--- src/rtl/sse_pkg.sv ---
package sse_pkg;

  // Default number of cells in the sorting chain.
  localparam int unsigned CAPACITY = 16;

  // Width of one data value.
  localparam int unsigned DATA_W = 32;

  // One input beat.
  typedef struct packed {
    logic signed [DATA_W-1:0] value;
    logic                     is_last;
  } in_beat_t;

  // One output beat.
  typedef struct packed {
    logic signed [DATA_W-1:0] sorted_value;
    logic                     end_of_batch;
    logic                     overflow;
  } out_beat_t;

  // Control broadcast to every cell of the chain.
  typedef struct packed {
    logic insert;  // Place the incoming value into the sorted chain.
    logic shift;   // Move every cell one place toward the head.
  } cell_ctrl_t;

endpackage

--- src/rtl/sse_cell.sv ---
module sse_cell (
  input  logic                                  clk_i,
  input  logic                                  rst_ni,
  input  sse_pkg::cell_ctrl_t                   ctrl_i,
  input  logic signed [sse_pkg::DATA_W-1:0]     new_value_i,
  input  logic                                  left_take_i,
  input  logic                                  left_valid_i,
  input  logic signed [sse_pkg::DATA_W-1:0]     left_value_i,
  input  logic                                  right_valid_i,
  input  logic signed [sse_pkg::DATA_W-1:0]     right_value_i,
  output logic                                  take_o,
  output logic                                  valid_o,
  output logic signed [sse_pkg::DATA_W-1:0]     value_o
);

  logic                              valid_q, valid_d;
  logic signed [sse_pkg::DATA_W-1:0] value_q, value_d;

  // An empty cell counts as larger than any value, so the take bits along
  // the chain form a single step from zero to one.
  assign take_o = !valid_q || (new_value_i < value_q);

  // On insert, a taking cell gets its left neighbor's entry, or the new
  // value when it is the first taking cell. On shift, every cell gets its right
  // neighbor's entry.
  always_comb begin
    valid_d = valid_q;
    value_d = value_q;
    if (ctrl_i.shift) begin
      valid_d = right_valid_i;
      value_d = right_value_i;
    end else if (ctrl_i.insert && take_o) begin
      if (left_take_i) begin
        valid_d = left_valid_i;
        value_d = left_value_i;
      end else begin
        valid_d = 1'b1;
        value_d = new_value_i;
      end
    end
  end

  // Occupancy flag.
  always_ff @(posedge clk_i or negedge rst_ni) begin
    if (!rst_ni) begin
      valid_q <= 1'b0;
    end else begin
      valid_q <= valid_d;
    end
  end

  // Stored value.
  always_ff @(posedge clk_i) begin
    value_q <= value_d;
  end

  assign valid_o = valid_q;
  assign value_o = value_q;

endmodule

--- src/rtl/selection_sort_engine.sv ---
// Channel | Direction | Handshake                  | Beat
// --------+-----------+----------------------------+------------------------
// in      | input     | in_valid_i / in_stall_o    | sse_pkg::in_beat_t
// out     | output    | out_valid_o / out_stall_i  | sse_pkg::out_beat_t
//
// Each input beat is inserted into the sorted chain of cells in the cycle it
// is accepted, unless the chain is full: then it is dropped and flagged.
// After the last beat, the chain drains one result per cycle from its head
// whenever the output is not stalled.
// The input stalls while a batch drains; the output stall freezes the chain.
// Reset empties every cell and clears the overflow flag; no clearing pass.
module selection_sort_engine #(
  parameter int unsigned CAPACITY = sse_pkg::CAPACITY
) (
  input  logic               clk_i,
  input  logic               rst_ni,
  input  logic               in_valid_i,
  output logic               in_stall_o,
  input  sse_pkg::in_beat_t  in_beat_i,
  output logic               out_valid_o,
  input  logic               out_stall_i,
  output sse_pkg::out_beat_t out_beat_o
);

  localparam logic ST_LOAD  = 1'b0;
  localparam logic ST_DRAIN = 1'b1;

  logic state_q, state_d;
  logic dropped_q, dropped_d;

  sse_pkg::cell_ctrl_t ctrl;

  logic                              take   [CAPACITY];
  logic                              valid  [CAPACITY];
  logic signed [sse_pkg::DATA_W-1:0] value  [CAPACITY];

  logic in_fire, out_fire, full, final_beat;

  // Handshakes.
  assign in_stall_o  = (state_q == ST_DRAIN);
  assign in_fire     = in_valid_i && (state_q == ST_LOAD);
  assign out_valid_o = (state_q == ST_DRAIN);
  assign out_fire    = out_valid_o && !out_stall_i;

  // The chain is full when its tail cell holds a value.
  assign full       = valid[CAPACITY-1];
  assign final_beat = !valid[1];

  // Chain control.
  assign ctrl.insert = in_fire && !full;
  assign ctrl.shift  = out_fire;

  // Batch sequencing and overflow tracking.
  always_comb begin
    state_d   = state_q;
    dropped_d = dropped_q;
    unique case (state_q)
      ST_LOAD: begin
        if (in_fire) begin
          if (full) begin
            dropped_d = 1'b1;
          end
          if (in_beat_i.is_last) begin
            state_d = ST_DRAIN;
          end
        end
      end
      ST_DRAIN: begin
        if (out_fire && final_beat) begin
          state_d   = ST_LOAD;
          dropped_d = 1'b0;
        end
      end
      default: begin
        state_d = ST_LOAD;
      end
    endcase
  end

  always_ff @(posedge clk_i or negedge rst_ni) begin
    if (!rst_ni) begin
      state_q   <= ST_LOAD;
      dropped_q <= 1'b0;
    end else begin
      state_q   <= state_d;
      dropped_q <= dropped_d;
    end
  end

  // Row of sorting cells; cell 0 holds the smallest value.
  for (genvar i = 0; i < CAPACITY; i++) begin : g_cell
    logic                              l_take, l_valid, r_valid;
    logic signed [sse_pkg::DATA_W-1:0] l_value, r_value;

    if (i == 0) begin : g_head
      assign l_take  = 1'b0;
      assign l_valid = 1'b0;
      assign l_value = '0;
    end else begin : g_mid
      assign l_take  = take[i-1];
      assign l_valid = valid[i-1];
      assign l_value = value[i-1];
    end

    if (i == CAPACITY - 1) begin : g_tail
      assign r_valid = 1'b0;
      assign r_value = '0;
    end else begin : g_body
      assign r_valid = valid[i+1];
      assign r_value = value[i+1];
    end

    sse_cell u_cell (
      .clk_i         (clk_i),
      .rst_ni        (rst_ni),
      .ctrl_i        (ctrl),
      .new_value_i   (in_beat_i.value),
      .left_take_i   (l_take),
      .left_valid_i  (l_valid),
      .left_value_i  (l_value),
      .right_valid_i (r_valid),
      .right_value_i (r_value),
      .take_o        (take[i]),
      .valid_o       (valid[i]),
      .value_o       (value[i])
    );
  end

  // The head cell is the output register.
  assign out_beat_o.sorted_value = value[0];
  assign out_beat_o.end_of_batch = final_beat;
  assign out_beat_o.overflow     = dropped_q;

endmodule

--- config.mk ---
export PLATFORM = sky130hd
export DESIGN_NAME = selection_sort_engine
export DESIGN_NICKNAME = d
export VERILOG_FILES = /design/src/rtl/sse_pkg.sv /design/src/rtl/sse_cell.sv /design/src/rtl/selection_sort_engine.sv
export SDC_FILE = /design/constraint.sdc
export NUM_CORES = 2
export LEC_CHECK = 0
export ABC_CLOCK_PERIOD_IN_PS = 5350
export BUFFER_PORTS_ARGS = -buffer_cell sky130_fd_sc_hd__buf_2
export CORE_ASPECT_RATIO = 0.7
export CORE_MARGIN = 2
export CORE_UTILIZATION = 51
export DETAILED_ROUTE_END_ITERATION = 10
export HOLD_SLACK_MARGIN = 0.02
export PLACE_DENSITY = 0.69
export SYNTH_ARGS = -nofsm -noshare
export SYNTH_HDL_FRONTEND = slang
export SYNTH_HIERARCHICAL = 1
export SYNTH_SLANG_ARGS = --single-unit
--- constraint.sdc ---
create_clock -name clk_i -period 5.35 [get_ports clk_i]
set_input_delay 1.07 -clock clk_i [delete_from_list [all_inputs] [get_ports clk_i]]
set_output_delay 1.07 -clock clk_i [all_outputs]
set_load 0.05 [all_outputs]
== Yosys cells after proc, flatten, opt, wreduce, memory -nomap -nowiden ==
Cells that the tools add are included.
Operators by class
  add/sub/neg operators: 0
  $mul: 0
  divide/modulo/power cells: 0
  magnitude comparators: 16
  equal/unequal tests: 3
  shift-type cells: 0
  mux-type cells: 100
  bitwise logic cells: 1
  reductions and logical operators: 70
Operators by type and width (count)
  $mux W32: 45
  $lt A32 B32 Y1: 16
  $mux W1: 53
  $reduce_bool A2 Y1: 16
  $logic_and A1 B1 Y1: 20
  $logic_not A1 Y1: 17
  $logic_or A1 B1 Y1: 16
  $ne A2 B1 Y1 const B: 2
  $pmux W1 S2: 2
  $reduce_and A3 Y1: 1
  $ne A2 B2 Y1 const B: 1
  $not A1 Y1: 1
Storage, ports and cells
  flip-flop bits (word level): 530
  bits in latches: 0
  RAM bits: 0
  ROM bits: 0
  input bits: 37
  output and inout port bits: 36
  word-level logic and storage cells: 224
  memories kept: 0

== Depth between registers and ports, before layout ==
  depth in word-level cells: 6
  mapped depth: 14
  gate-level depth less buffers: 13

== By module ==
Netlist, hierarchy kept.
Modules (own cells, without submodules)
  sse_cell (g_cell[0].u_cell ...): instances 15, cells each 263, area an instance 2498.6 um2, sequential area each 985.9 um2
  sse_cell (g_cell[13].u_cell): instances 1, cells each 265, area an instance 2508.7 um2, sequential area each 985.9 um2
  selection_sort_engine: instances 1, cells each 15, area an instance 128.9 um2, sequential area each 50.0 um2

== Worst setup path before layout ==
Ideal clock, no wire load.
  kind: input port to flip-flop
  start: input port out_stall_i
  end: register g_cell[0].u_cell.value_q (netlist bit g_cell[0].u_cell/value_o[0]) (enable)
  library setup time: 0.461 ns
  arrival time: 5.294 ns
  required time: 4.889 ns
  slack: -0.406 ns
  stages: 4
  buffers on the path: 0
  cell sequence: and2b_1 -> and3b_1 -> and3_1 -> nor3_1
On the way
  cells in the longest elaborated chain, start to end: 3
RTL lines
  start: declaration: RTL line selection_sort_engine.sv:21  | input logic out_stall_i,
  $logic_not A1 Y1: RTL line selection_sort_engine.sv:43  | assign out_fire = out_valid_o && !out_stall_i;
  $logic_and A1 B1 Y1: RTL line selection_sort_engine.sv:43
  $reduce_bool A2 Y1 (no line)
  end signal: assignment: RTL line sse_cell.sv:54  | value_q <= value_d;
  end: declaration: RTL line sse_cell.sv:17  | logic signed [sse_pkg::DATA_W-1:0] value_q, value_d;
Every way passes these cells.
A chain may end at the register's enable or synchronous reset.

== Worst setup path in the final report ==
  start: input port in_beat_i[26] (netlist bit)
  end: register g_cell[4].u_cell.value_q (netlist bit g_cell[4].u_cell/value_o[30]), data pin
On the way
  cells in the longest elaborated chain, start to end: 5
RTL lines
  start: declaration: RTL line selection_sort_engine.sv:19  | input sse_pkg::in_beat_t in_beat_i,
  $lt A32 B32 Y1: RTL line sse_cell.sv:21  | assign take_o = !valid_q || (new_value_i < value_q);
  $logic_or A1 B1 Y1: RTL line sse_cell.sv:21
  net g_cell[4].l_take: RTL line selection_sort_engine.sv:92  | logic l_take, l_valid, r_valid;
  $mux W32: RTL line sse_cell.sv:33  | if (left_take_i) begin
  $mux W32: RTL line sse_cell.sv:32  | end else if (ctrl_i.insert && take_o) begin
  $mux W32: RTL line sse_cell.sv:29  | if (ctrl_i.shift) begin
  net g_cell[4].u_cell.value_d, one bit: RTL line sse_cell.sv:17
  end signal: assignment: RTL line sse_cell.sv:54
  end: declaration: RTL line sse_cell.sv:17
The timed path passes the listed nets, and every way through them passes these cells. The select of a mux whose other input is x is not followed.

==> flow_summary.yaml <==
outcome:
  run_status: "completed"
global_routing:
  first_global_vias: 30240
  grt_start_max_net_pins: 250
  grt_remaining_overflow: 0
  grt_first_pass_wirelength_um: 160200
  grt_antenna_before_repair: 0
  track_usage_pct: 24.05
power_and_ir_drop:
  p_clk_share_pct: 13.8
  vdd.ir_drop.worst_uv: 342.1
  report.power.total_mw: 26.98
  internal_power_mw: 15.25
  power_density_nw_per_um2: 614.3
  leakage_nw: 20.20
  p_comb_share_pct: 51.4
  netSwitchingPower_mw: 11.73
  power.share.switching_pct: 43.47
  seqPwrFrac_pct: 34.8
timing:
  finalHoldViolations: 0
  timing.fmax_ghz: 0.2475
  setup_violations: 0
  fin_setup_tns_ps: 0
  fin_skew_ps: 16.63
  unrepaired_setup_endpoints_after_global_routing: "false"
  actual_transition_at_the_worst_max_transition_pin_ps: 1043
  whs_ps: 444.5
  period_needed_ps: 4040
  timing.slew.headroom_pct: 30.44
  maxSlewViolCount: 0
  final.period_utilization_pct: 75.52
setup_path:
  worstSetupEndpointType: "register"
  path_class: "in2reg"
  timing.reg2reg.worst_path_depth: 10
  critical_path.max_fanout: 32
  start_kind: "primary input"
  critPathRequiredTime_ps: 5680
  critical_path_arrival_ps: 4370
routing:
  number_of_drc_violations_after_detailed_routing_iteration_0: 2483
  drc_errors: 0
  route.antenna.remaining_nets: 0
  drt-vias-per-instance: 5.758
  drt_wl_total_um: 99160
  detailedRoute.firstPassIterationCount: 5
  num_vias: 31170
  dr_wl_cell_um: 18.32
clock_network:
  cts_tree: "yes"
  cts_repair_resize_count: 0
  cts_setup_buffers: 0
  clk_latency_ps: 640
  cts_made_buffers: 53
  hold_buffers: 0
  cts_root_buf: "clkbuf_16"
  numClockSinks: 530
  cts-htree-levels: 2
  clk_pin_slew_worst_paths_ps: 70
  cts-root-to-sink-buffers: 3
layout:
  antenna-diode-count: 0
  final_layout_size_suffix_gt1_share_pct: 7.050
  layout-area-overhead-vs-synth_pct: 9.566
  postLayoutCoreUtil_pct: 56.81
  design.final.nets: 4861
  layout.filler_cells: 6801
hold_path:
  timing.hold.worst.class: "in2async"
placed_design:
  detailed_place_hpwl_um: 72470
  finalWeightedCongestion: 0.8417
  port-buffer-count: 72
floorplanning:
  dieHeight_um: 238.6
  initial_utilization_pct: 51.85
  core_region_area_um2: 77320
  floorplan.die.width_um: 339.1
  design.die.area_um2: 80900
  io_pins: 73
  placementRows: 85
synthesis:
  yosys_warnings: 6
  synth_cells: 4221
  mappedNetlistArea_um2: 40090
  synth_area_per_cell_um2: 9.498
run:
  max_cap_violations: 0
cells in the final DEF (no fill, tap or decap), types with 15 or more instances in the layout:
master and n:
a31oi_1 16, a211o_1 15, edfxtp_1 512, nand4_1 95, o311a_1 15, mux2i_1 512, o21ai_1 17, nand3_1 32
ha_1 496, a221o_1 15, inv_1 512, a211oi_1 16, a221oi_2 15, buf_2 72, o211ai_1 16, nand2b_1 30
and3_1 15, nor3_1 17, nor3_4 15, buf_4 79, nor2_1 65, clkbuf_16 53, or3_1 15, nor4b_1 15
conb_1 67, nor4_1 15, and3b_1 15, a21o_1 15, o21ai_0 564, o22ai_1 16, o2bb2ai_1 15, o41ai_2 15
nand2_1 675, a21oi_1 208, dfrtp_1 18
critical path: stages:
cell      delay, ps
buf_2           270
buf_4           360
ha_1            300
a21oi_1         150
nor2_1           60
a211oi_1        590
o211ai_1        260
a21oi_1         190
mux2_2          180
buf_4           520
mux2i_1         280
o21ai_0         120
final cells by class:
| class | instances | area, µm² | area share [%] |
|---|---|---|---|
| well taps | 1044 | 1306 | 2.974 |
| flip-flops and latches | 530 | 15830 | 36.03 |
| multi-input cells | 3066 | 22030 | 50.14 |
| repair buffers | 165 | 1234 | 2.809 |
| clock inverters | 26 | 192.7 | 0.4387 |
| inverters | 512 | 1922 | 4.375 |
| clock buffers | 70 | 1420 | 3.233 |
worst paths after layout:
kind | startpoint | to | slack [ps]
worst min-delay path | rst_ni | g_cell[13].u_cell/valid_o | 440
min in group clk_i | g_cell[15].u_cell/value_o[5] | g_cell[14].u_cell/value_o[5] | 560
worst max-delay path | in_beat_i[26] | g_cell[4].u_cell/value_o[30] | 1310
max in group asynchronous | rst_ni | g_cell[7].u_cell/valid_o | 4490
worst max register to register | g_cell[14].u_cell/value_o[7] | g_cell[15].u_cell/value_o[4] | 1720
worst min register to register | g_cell[15].u_cell/value_o[5] | g_cell[14].u_cell/value_o[5] | 560
power by group through the flow:
stage	Combinational, mW	Sequential, mW	Clock [mW]
after CTS	13.7	9.42	3.79
final	13.9	9.40	3.72
after floorplan	10.1	9.16	0
after detailed placement	13.7	9.46	0
after global routing	15.5	9.66	3.94
after global placement	13.1	9.48	0
state kept, by name, summed over array words and instances (netlist names):
name	count
in_stall_o	1
g_cell.u_cell/value_o	512
dropped_q	1
g_cell.u_cell/valid_o	16
per-stage QoR:
stage          cell area (µm²)  setup WS (ps)  instances
2_1_floorplan            40410          566.3       4287
3_3_place_gp             42310          868.6       5317
3_5_place_dp             42310          778.7       5317
4_1_cts                  43930           1435       5413
5_1_grt                  43930           1144       5413
6_report                 43930           1310       5413
metal layers:
layer / vias up / share of wire, % / GRT usage, %
li1: 15380 / - / -
met1: 14970 / 50 / 36.95
met2: 731 / 42 / 36.05
met3: 85 / 5.8 / 3.372
met4: 0 / 1.4 / 4.552
met5: - / 0 / 0
(Power assumes the default switching activity.)
